### config.mk
export PLATFORM = sky130hd
export DESIGN_NAME = key_fold_multiplicative_hash_core
export DESIGN_NICKNAME = d
export VERILOG_FILES = /design/src/hw/rtl/kfmh_pkg.sv /design/src/hw/rtl/kfmh_front.sv /design/src/hw/rtl/kfmh_queue.sv /design/src/hw/rtl/kfmh_back.sv /design/src/hw/rtl/key_fold_multiplicative_hash_core.sv
export SDC_FILE = /design/constraint.sdc
export NUM_CORES = 1
export LEC_CHECK = 0
export BUFFER_PORTS_ARGS = -buffer_cell sky130_fd_sc_hd__buf_4
export CORE_MARGIN = 8
export CORE_UTILIZATION = 64
export DETAILED_ROUTE_END_ITERATION = 8
export HOLD_SLACK_MARGIN = 0.1
export PLACE_DENSITY = 0.81
export SETUP_SLACK_MARGIN = 0.3
export SYNTH_ARGS = -nofsm -noshare
export SYNTH_HDL_FRONTEND = slang
export SYNTH_SLANG_ARGS = --single-unit
export TNS_END_PERCENT = 30
### constraint.sdc
create_clock -name clk -period 9.87 [get_ports clk]
set_clock_uncertainty 0.1 [all_clocks]
set_input_delay 0.987 -clock clk [delete_from_list [all_inputs] [get_ports clk]]
set_output_delay 0.987 -clock clk [all_outputs]
set_load 0.005 [all_outputs]
### src/hw/rtl/kfmh_pkg.sv
// Package for the key fold multiplicative hash core.
// Holds the transaction payload types, the queue entry type and the hash constants.
// No dependencies; every other file in hw/rtl imports it.
`default_nettype none

package kfmh_pkg;

	// Fold modulus, multiplier of the multiplicative hash and the register reset value.
	localparam logic [31:0] FOLD_Q     = 32'd4294967029;
	localparam logic [31:0] GOLDEN     = 32'd2654435769;
	localparam logic [4:0]  TSL_RESET  = 5'd8;

	// Byte counter: bytes kept in the short word, and the saturation value.
	localparam logic [2:0]  SHORT_BYTES = 3'd4;
	localparam logic [2:0]  COUNT_SAT   = 3'd5;

	// Queue between the fold front and the hash back.
	localparam int          QUEUE_DEPTH = 4;
	localparam int          QUEUE_AW    = $clog2(QUEUE_DEPTH);
	localparam int          QUEUE_CW    = $clog2(QUEUE_DEPTH + 1);

	// One input transaction.
	typedef struct packed {
		logic [7:0] key_byte;
		logic       byte_valid;
		logic       last_byte;
		logic       string_mode;
	} kfmh_in_t;

	// One result transaction.
	typedef struct packed {
		logic [30:0] bucket_index;
		logic [31:0] folded_key;
	} kfmh_out_t;

	// A finished key waiting for the hash back end.
	typedef struct packed {
		logic [31:0] key;
		logic [4:0]  log2_size;
	} kfmh_job_t;

endpackage

`default_nettype wire

### src/hw/rtl/kfmh_front.sv
// Front end: accepts key bytes, folds them and classifies each finished key.
// Holds the table size register and pushes one job per key into the queue.
// Depends on kfmh_pkg.
`default_nettype none

module kfmh_front (
	input  wire logic              clk,
	input  wire logic              arst_n,
	input  wire logic              key_valid,
	output logic                   key_stall,
	input  wire kfmh_pkg::kfmh_in_t key_item,
	input  wire logic              cfg_wr_en,
	input  wire logic [4:0]        cfg_wr_data,
	input  wire logic              queue_full,
	output logic                   job_push,
	output kfmh_pkg::kfmh_job_t    job
);
	import kfmh_pkg::*;

	logic [31:0] fold_acc_q;
	logic [2:0]  byte_count_q;
	logic [31:0] short_word_q;
	logic [4:0]  table_size_log2_q;

	logic        accept;
	logic [31:0] fold_sum;
	logic [31:0] acc_next;
	logic [2:0]  count_next;
	logic [31:0] word_next;

	// Items are taken whenever the queue has room for a finished key.
	assign key_stall = queue_full;
	assign accept    = key_valid && !queue_full;

	// One fold step: 257*K + byte wraps at 32 bits, then one conditional subtract.
	assign fold_sum = {fold_acc_q[23:0], 8'h00} + fold_acc_q + {24'h0, key_item.key_byte};

	// Running key state after this item.
	always_comb begin
		acc_next   = fold_acc_q;
		count_next = byte_count_q;
		word_next  = short_word_q;
		if (key_item.byte_valid) begin
			acc_next = (fold_sum >= FOLD_Q) ? (fold_sum - FOLD_Q) : fold_sum;
			if (byte_count_q < SHORT_BYTES) begin
				word_next[{byte_count_q[1:0], 3'b000} +: 8] = key_item.key_byte;
			end
			if (byte_count_q < COUNT_SAT) begin
				count_next = byte_count_q + 3'd1;
			end
		end
	end

	// Classify the finished key: short byte keys use the little-endian word.
	always_comb begin
		job.log2_size = table_size_log2_q;
		if (key_item.string_mode || (count_next > SHORT_BYTES)) begin
			job.key = acc_next;
		end else begin
			job.key = word_next;
		end
	end

	assign job_push = accept && key_item.last_byte;

	// Key state registers; cleared after every finished key.
	always_ff @(posedge clk or negedge arst_n) begin
		if (!arst_n) begin
			fold_acc_q   <= '0;
			byte_count_q <= '0;
			short_word_q <= '0;
		end else if (accept) begin
			if (key_item.last_byte) begin
				fold_acc_q   <= '0;
				byte_count_q <= '0;
				short_word_q <= '0;
			end else begin
				fold_acc_q   <= acc_next;
				byte_count_q <= count_next;
				short_word_q <= word_next;
			end
		end
	end

	// Table size register.
	always_ff @(posedge clk or negedge arst_n) begin
		if (!arst_n) begin
			table_size_log2_q <= TSL_RESET;
		end else if (cfg_wr_en) begin
			table_size_log2_q <= cfg_wr_data;
		end
	end

endmodule

`default_nettype wire

### src/hw/rtl/kfmh_queue.sv
// Short job queue between the fold front end and the hash back end.
// A small register file with read and write pointers and an occupancy count.
// Depends on kfmh_pkg.
`default_nettype none

module kfmh_queue (
	input  wire logic               clk,
	input  wire logic               arst_n,
	input  wire logic               push,
	input  wire kfmh_pkg::kfmh_job_t push_job,
	output logic                    full,
	output logic                    not_empty,
	input  wire logic               pop,
	output kfmh_pkg::kfmh_job_t     pop_job
);
	import kfmh_pkg::*;

	kfmh_job_t             entry_q [QUEUE_DEPTH];
	logic [QUEUE_AW-1:0]   wr_ptr_q;
	logic [QUEUE_AW-1:0]   rd_ptr_q;
	logic [QUEUE_CW-1:0]   count_q;

	assign full      = (count_q == QUEUE_CW'(QUEUE_DEPTH));
	assign not_empty = (count_q != '0);
	assign pop_job   = entry_q[rd_ptr_q];

	// Entry storage; payload needs no reset.
	always_ff @(posedge clk) begin
		if (push) begin
			entry_q[wr_ptr_q] <= push_job;
		end
	end

	// Pointers and occupancy.
	always_ff @(posedge clk or negedge arst_n) begin
		if (!arst_n) begin
			wr_ptr_q <= '0;
			rd_ptr_q <= '0;
			count_q  <= '0;
		end else begin
			if (push) begin
				wr_ptr_q <= wr_ptr_q + QUEUE_AW'(1);
			end
			if (pop) begin
				rd_ptr_q <= rd_ptr_q + QUEUE_AW'(1);
			end
			if (push && !pop) begin
				count_q <= count_q + QUEUE_CW'(1);
			end else if (pop && !push) begin
				count_q <= count_q - QUEUE_CW'(1);
			end
		end
	end

	// The front end never pushes into a full queue.
	a_no_overflow: assert property (@(posedge clk) disable iff (!arst_n)
		!(push && full))
		else $error("kfmh_queue: push while full");

	// Occupancy never exceeds the depth.
	a_count_range: assert property (@(posedge clk) disable iff (!arst_n)
		count_q <= QUEUE_CW'(QUEUE_DEPTH))
		else $error("kfmh_queue: occupancy above depth");

	// A lone push grows the occupancy by exactly one.
	a_count_push: assert property (@(posedge clk) disable iff (!arst_n)
		($past(arst_n) && $past(push && !pop)) |-> count_q == $past(count_q) + QUEUE_CW'(1))
		else $error("kfmh_queue: occupancy did not follow a push");

	// A lone pop shrinks the occupancy by exactly one.
	a_count_pop: assert property (@(posedge clk) disable iff (!arst_n)
		($past(arst_n) && $past(pop && !push)) |-> count_q == $past(count_q) - QUEUE_CW'(1))
		else $error("kfmh_queue: occupancy did not follow a pop");

endmodule

`default_nettype wire

### src/hw/rtl/kfmh_back.sv
// Back end: multiplicative hash of a finished key and reduction to a bucket.
// Stage 1 multiplies by the golden constant; stage 2 is the output register.
// Depends on kfmh_pkg.
`default_nettype none

module kfmh_back (
	input  wire logic               clk,
	input  wire logic               arst_n,
	input  wire logic               job_avail,
	input  wire kfmh_pkg::kfmh_job_t job,
	output logic                    job_pop,
	output logic                    hash_valid,
	input  wire logic               hash_stall,
	output kfmh_pkg::kfmh_out_t     hash_result
);
	import kfmh_pkg::*;

	logic        valid_s1;
	logic [31:0] prod_s1;
	logic [31:0] key_s1;
	logic [4:0]  log2_size_s1;
	logic        valid_s2;
	kfmh_out_t   result_s2;

	logic        ready_s2;
	logic        ready_s1;
	logic [31:0] prod;
	logic [5:0]  shift_amt;
	logic [31:0] top_bits;
	logic [31:0] bucket_mask;
	logic [30:0] bucket;

	// Pipeline flow control: each stage loads when it is empty or drains.
	assign ready_s2 = !valid_s2 || !hash_stall;
	assign ready_s1 = !valid_s1 || ready_s2;
	assign job_pop  = job_avail && ready_s1;

	// Low 32 bits of the key times the golden constant.
	assign prod = job.key * GOLDEN;

	// Top m bits of the product; reduce mod 2^m - 1, where only the all-ones value wraps.
	assign shift_amt   = 6'd32 - {1'b0, log2_size_s1};
	assign top_bits    = prod_s1 >> shift_amt;
	assign bucket_mask = (32'd1 << log2_size_s1) - 32'd1;
	always_comb begin
		if ((log2_size_s1 == 5'd0) || (top_bits == bucket_mask)) begin
			bucket = '0;
		end else begin
			bucket = top_bits[30:0];
		end
	end

	// Stage valid flags.
	always_ff @(posedge clk or negedge arst_n) begin
		if (!arst_n) begin
			valid_s1 <= 1'b0;
			valid_s2 <= 1'b0;
		end else begin
			if (ready_s1) begin
				valid_s1 <= job_avail;
			end
			if (ready_s2) begin
				valid_s2 <= valid_s1;
			end
		end
	end

	// Stage payloads.
	always_ff @(posedge clk) begin
		if (job_pop) begin
			prod_s1      <= prod;
			key_s1       <= job.key;
			log2_size_s1 <= job.log2_size;
		end
		if (ready_s2 && valid_s1) begin
			result_s2.bucket_index <= bucket;
			result_s2.folded_key   <= key_s1;
		end
	end

	assign hash_valid  = valid_s2;
	assign hash_result = result_s2;

endmodule

`default_nettype wire

### src/hw/rtl/key_fold_multiplicative_hash_core.sv
// Key fold multiplicative hash core: key bytes in, one bucket transaction per key out.
// A finished key passes the job queue, stage 1 and stage 2. Throughput: one byte per
// cycle unless the queue is full; the four-entry job queue plus the back pipeline let
// the front keep taking bytes while a result waits on a stalled output.
// Reset clears the key state, the queue and the pipeline, and sets the table size to 8.
// Depends on kfmh_pkg, kfmh_front, kfmh_queue and kfmh_back.
`default_nettype none

module key_fold_multiplicative_hash_core (
	input  wire logic               clk,
	input  wire logic               arst_n,
	input  wire logic               key_valid,
	output logic                    key_stall,
	input  wire kfmh_pkg::kfmh_in_t key_item,
	output logic                    hash_valid,
	input  wire logic               hash_stall,
	output kfmh_pkg::kfmh_out_t     hash_result,
	input  wire logic               cfg_wr_en,
	input  wire logic [4:0]         cfg_wr_data
);
	import kfmh_pkg::*;

	logic      queue_full;
	logic      queue_not_empty;
	logic      job_push;
	logic      job_pop;
	kfmh_job_t push_job;
	kfmh_job_t pop_job;

	// Byte intake, fold and key classification.
	kfmh_front u_front (
		.clk        (clk),
		.arst_n     (arst_n),
		.key_valid  (key_valid),
		.key_stall  (key_stall),
		.key_item   (key_item),
		.cfg_wr_en  (cfg_wr_en),
		.cfg_wr_data(cfg_wr_data),
		.queue_full (queue_full),
		.job_push   (job_push),
		.job        (push_job)
	);

	// Finished keys waiting for the hash.
	kfmh_queue u_queue (
		.clk      (clk),
		.arst_n   (arst_n),
		.push     (job_push),
		.push_job (push_job),
		.full     (queue_full),
		.not_empty(queue_not_empty),
		.pop      (job_pop),
		.pop_job  (pop_job)
	);

	// Multiplicative hash and bucket reduction.
	kfmh_back u_back (
		.clk        (clk),
		.arst_n     (arst_n),
		.job_avail  (queue_not_empty),
		.job        (pop_job),
		.job_pop    (job_pop),
		.hash_valid (hash_valid),
		.hash_stall (hash_stall),
		.hash_result(hash_result)
	);

endmodule

`default_nettype wire

==> results list <==
- Global-route wire length before repair: 120000 um
- The endpoint identified for the worst register-to-register timing path is u_back.prod_s1[26].
* Final hold violation count: 0
- Type of the tightest min-delay check: reg2reg
- Fraction of the cycle the final worst path needs: 0.834
- Die W: 227 um
- Critical Path Start: u_queue.rd_ptr_q[0]
- Largest net degree at the start of global routing: 82
- Met1 Wirelength: 31100 um
- Time the worst path needs with I/O delays and setup: 8.23 ns
- Max Used Layer: met4
* Cts hold-fix bufs: 0
- Post-synth top area cell: sky130_fd_sc_hd__edfxtp_1
- At the later pin of the worst-skew pair, clock insertion delay measures 0.56 ns.
- Outcome: completed
- The longest clock path from root to sink contains 3 buffers.
- Slew margin rel.: 0.179
- The share of synthesized area in the top cell type comes to 0.292.
- CTS tree: built
- Measured on the finished design, the core utilization comes to 0.702.
- STA classifies the critical path endpoint as a flip-flop.
* Antenna violations before repair: 0
* Cell types with the largest area share after synthesis: sky130_fd_sc_hd__edfxtp_1 (29%), sky130_fd_sc_hd__fa_1 (16%), sky130_fd_sc_hd__ha_1 (11%)
* Flip-flop and latch count after synthesis: 358
- Antenna viol nets, final: 0
- Via count: 20100
- For the worst setup path, the data required time is 10.07 ns.
- Input and output buffers added on the ports amount to 85.
* Area grow syn2layout: 8.78%
* Vias in the first global route: 20600
* All-layer global routing usage: 0.306
- Share of layout cells above drive strength 1: 0.107
* Reg-to-reg slack, setup: 1.64 ns
* Kind of critical path: reg2reg
* Clock-pin transition on the worst setup and hold timing paths: 0.06 ns
* Maximum frequency from static timing analysis: 122 MHz
* Setup Fix Bufs, Post-CTS: 0
- The total area inside the core boundary comes to 44100 um^2.
- Of all flip-flops after synthesis, the portion carrying an async set or reset was 0.226.
- Number of instances resized during post-cts repair: 0
- For this run, the detailed router's first-pass iteration total came to 5.
- DR WL met3: 5770 um
- Worst R2R Start: u_queue.rd_ptr_q[0]
- For this run, the number of Yosys warnings is 0.
- For this run, design rule violations remaining after detail routing come to 0.
- After the first detailed-routing iteration, the DRC count stood at 1939.
- The number of placed instances, taps included, is 3057.
- Num rows: 77
- The number of nets handed over by synthesis was 2961.
- Total inserted antenna cells: 0
- Root Buffer Master: sky130_fd_sc_hd__clkbuf_16
- Starting utilization of the core area: 0.646
- Termination of the worst setup path: u_back.prod_s1[26]
* Setup repair after global routing missed its margin: false
* Mean area per synthesized cell: 11.6 um^2
* Largest driver fanout on the critical path: 20
- The max-slew violation count came to 0.
- Once layout is complete, the cells apart from fillers number 3127.
- For this run, the leading register cell type out of synthesis is sky130_fd_sc_hd__edfxtp_1.
* Worst-case hold slack: 0.319 ns
* Final setup violation count: 0
- Final total negative setup slack: 0 ns
* TritonCTS sink count: 358
- Commonest non-fill, non-tap cell in the layout: sky130_fd_sc_hd__inv_1
- Crit path arrival time: 8.43 ns
- For the pin with the worst max-slew slack, the measured transition is 1.23 ns.
* R2r worst-path depth: 23
- Number of different library cells in the post-synthesis netlist: 79
- In the routed layout, each cell is associated on average with a via count of 6.42.
- Number of I/O pins: 86
- Deepest level of the CTS H-tree: 2
- In the final routed layout, each cell accounts on average for 24.9 um.
- The die covers 51500 um^2.
- The mapped netlist covers 28500 um^2.
- Summed over all layers, the global routing overflow is 0.
- The congestion estimate from routability-driven global placement came to 0.996.
* Number of synthesized flops with an enable pin: 277
* HPWL after detailed placement: 59200 um
- Number of nets in the finished design: 3011
- The worst setup path is launched from a flip-flop.
* Die span in y: 227 um
- Wires add up to 77800 um.
- TritonCTS created 39 clock buffers.
* Gate count after technology mapping: 2456
- In the layout the commonest cells are sky130_fd_sc_hd__inv_1 (331), sky130_fd_sc_hd__edfxtp_1 (277), sky130_fd_sc_hd__ha_1 (254), sky130_fd_sc_hd__fa_1 (230), sky130_fd_sc_hd__nor2_1 (126).
- Max-cap violations: 0
- Met2 WL: 38000 um
- Sequential-to-total area share from yosys stat: 0.363
[layout make-up]
type	instances	area [um^2]
well taps	592	741
fillers	3151	13100
inverters	333	1250
multi-input cells	1667	16500
flip-flops and latches	358	10300
clock buffers	47	1030
clock inverters	23	272
repair buffers	107	803
[critical path: stages, from the launching register on]
cell                       delay [ns]
sky130_fd_sc_hd__dfrtp_2         0.77
sky130_fd_sc_hd__mux4_2          0.84
sky130_fd_sc_hd__ha_1            0.66
sky130_fd_sc_hd__ha_1            0.26
sky130_fd_sc_hd__inv_1           0.06
sky130_fd_sc_hd__fa_1            0.47
sky130_fd_sc_hd__fa_1            0.50
sky130_fd_sc_hd__inv_1           0.04
sky130_fd_sc_hd__ha_1            0.27
sky130_fd_sc_hd__ha_1            0.28
sky130_fd_sc_hd__inv_1           0.04
sky130_fd_sc_hd__fa_1            0.45
sky130_fd_sc_hd__fa_1            0.49
sky130_fd_sc_hd__inv_1           0.04
sky130_fd_sc_hd__ha_1            0.33
sky130_fd_sc_hd__a21o_1          0.18
sky130_fd_sc_hd__a21o_1          0.20
sky130_fd_sc_hd__a221oi_1        0.37
sky130_fd_sc_hd__o21ai_0         0.26
sky130_fd_sc_hd__a21o_1          0.26
sky130_fd_sc_hd__a211oi_1        0.54
sky130_fd_sc_hd__o21bai_1        0.15
sky130_fd_sc_hd__a21oi_1         0.27
sky130_fd_sc_hd__xnor2_1         0.11
[metrics by stage]
stage / worst slack (ns) / instance area, um^2
4_1_cts: 1.72 / 31000
3_5_place_dp: 1.73 / 29700
6_report: 1.64 / 31000
3_3_place_gp: 1.82 / 29700
2_1_floorplan: 1.71 / 28500
5_1_grt: 1.34 / 31000
[worst min path at each step]
| stage | startpoint | endpoint | cells after the start | slack (ns) |
|---|---|---|---|---|
| 6_report | u_back.key_s1[27] | u_back.hash_result[27] | 0 | 0.32 |
| 5_1_grt | u_back.key_s1[27] | u_back.hash_result[27] | 0 | 0.33 |
| 4_1_cts | u_back.key_s1[25] | u_back.hash_result[25] | 0 | 0.32 |
| 3_5_place_dp | u_back.key_s1[25] | u_back.hash_result[25] | 0 | 0.31 |
| 3_3_place_gp | u_back.key_s1[27] | u_back.hash_result[27] | 0 | 0.30 |
| 2_1_floorplan | u_back.key_s1[10] | u_back.hash_result[10] | 0 | 0.30 |
[sequential cells by signal (all words and copies together) (netlist names)]
register,cells
u_queue.entry_q,148
u_queue.rd_ptr_q,2
u_back.key_s1,32
u_queue.count_q,3
u_back.valid_s1,1
u_queue.wr_ptr_q,2
u_back.log2_size_s1,5
u_front.table_size_log2_q,5
u_back.hash_result,63
u_front.short_word_q,32
u_front.byte_count_q,3
u_back.hash_valid,1
u_front.fold_acc_q,32
u_back.prod_s1,29
[synth_stat cells (8+ instances only)]
cell / number
sky130_fd_sc_hd__inv_1: 331
sky130_fd_sc_hd__xnor2_1: 92
sky130_fd_sc_hd__and2_1: 13
sky130_fd_sc_hd__o21a_1: 10
sky130_fd_sc_hd__clkbuf_1: 80
sky130_fd_sc_hd__a22o_1: 45
sky130_fd_sc_hd__ha_1: 254
sky130_fd_sc_hd__fa_1: 230
sky130_fd_sc_hd__nor4_1: 14
sky130_fd_sc_hd__nor2_1: 127
sky130_fd_sc_hd__o21bai_1: 13
sky130_fd_sc_hd__o211ai_1: 21
sky130_fd_sc_hd__or4_1: 8
sky130_fd_sc_hd__nand2_1: 110
sky130_fd_sc_hd__mux2_2: 14
sky130_fd_sc_hd__xor2_1: 36
sky130_fd_sc_hd__nor3_1: 31
sky130_fd_sc_hd__or2_2: 8
sky130_fd_sc_hd__nand2b_1: 16
sky130_fd_sc_hd__a32o_1: 19
sky130_fd_sc_hd__o21ai_0: 82
sky130_fd_sc_hd__nor2b_1: 15
sky130_fd_sc_hd__a22oi_1: 37
sky130_fd_sc_hd__a211oi_1: 10
sky130_fd_sc_hd__a31oi_1: 13
sky130_fd_sc_hd__o31ai_1: 9
sky130_fd_sc_hd__and3_1: 26
sky130_fd_sc_hd__nor3b_1: 11
sky130_fd_sc_hd__a21o_1: 27
sky130_fd_sc_hd__mux2i_1: 54
sky130_fd_sc_hd__nand3_1: 30
sky130_fd_sc_hd__or3_1: 15
sky130_fd_sc_hd__edfxtp_1: 277
sky130_fd_sc_hd__a21oi_1: 101
sky130_fd_sc_hd__mux4_2: 62
sky130_fd_sc_hd__nand4_1: 19
sky130_fd_sc_hd__dfrtp_1: 80
sky130_fd_sc_hd__buf_1: 11
[cells by family (layout without fill, tap and decap cells)]
| logic type | count (synthesis) | in the layout | synth area share |
|---|---|---|---|
| xor gates and xnor gates | 128 | 128 | 0.0394 |
| and+or+nand+nor | 461 | 461 | 0.0801 |
| AOI/OAI and AO/OA | 464 | 464 | 0.113 |
| DFF | 358 | 358 | 0.363 |
| adders and majority gates | 484 | 484 | 0.273 |
| muxes | 130 | 130 | 0.0735 |
| buffers and inverters | 431 | 510 | 0.0575 |
[metal layers]
metal	up-vias	global-route usage
li1	8896	-
met1	10100	0.402
met2	920	0.513
met3	164	0.0528
met4	0	0.109
met5	-	0
Power is left out: the tool's default activity adds up to more than one toggle a clock period on the data nets, which glitch-free logic cannot reach.
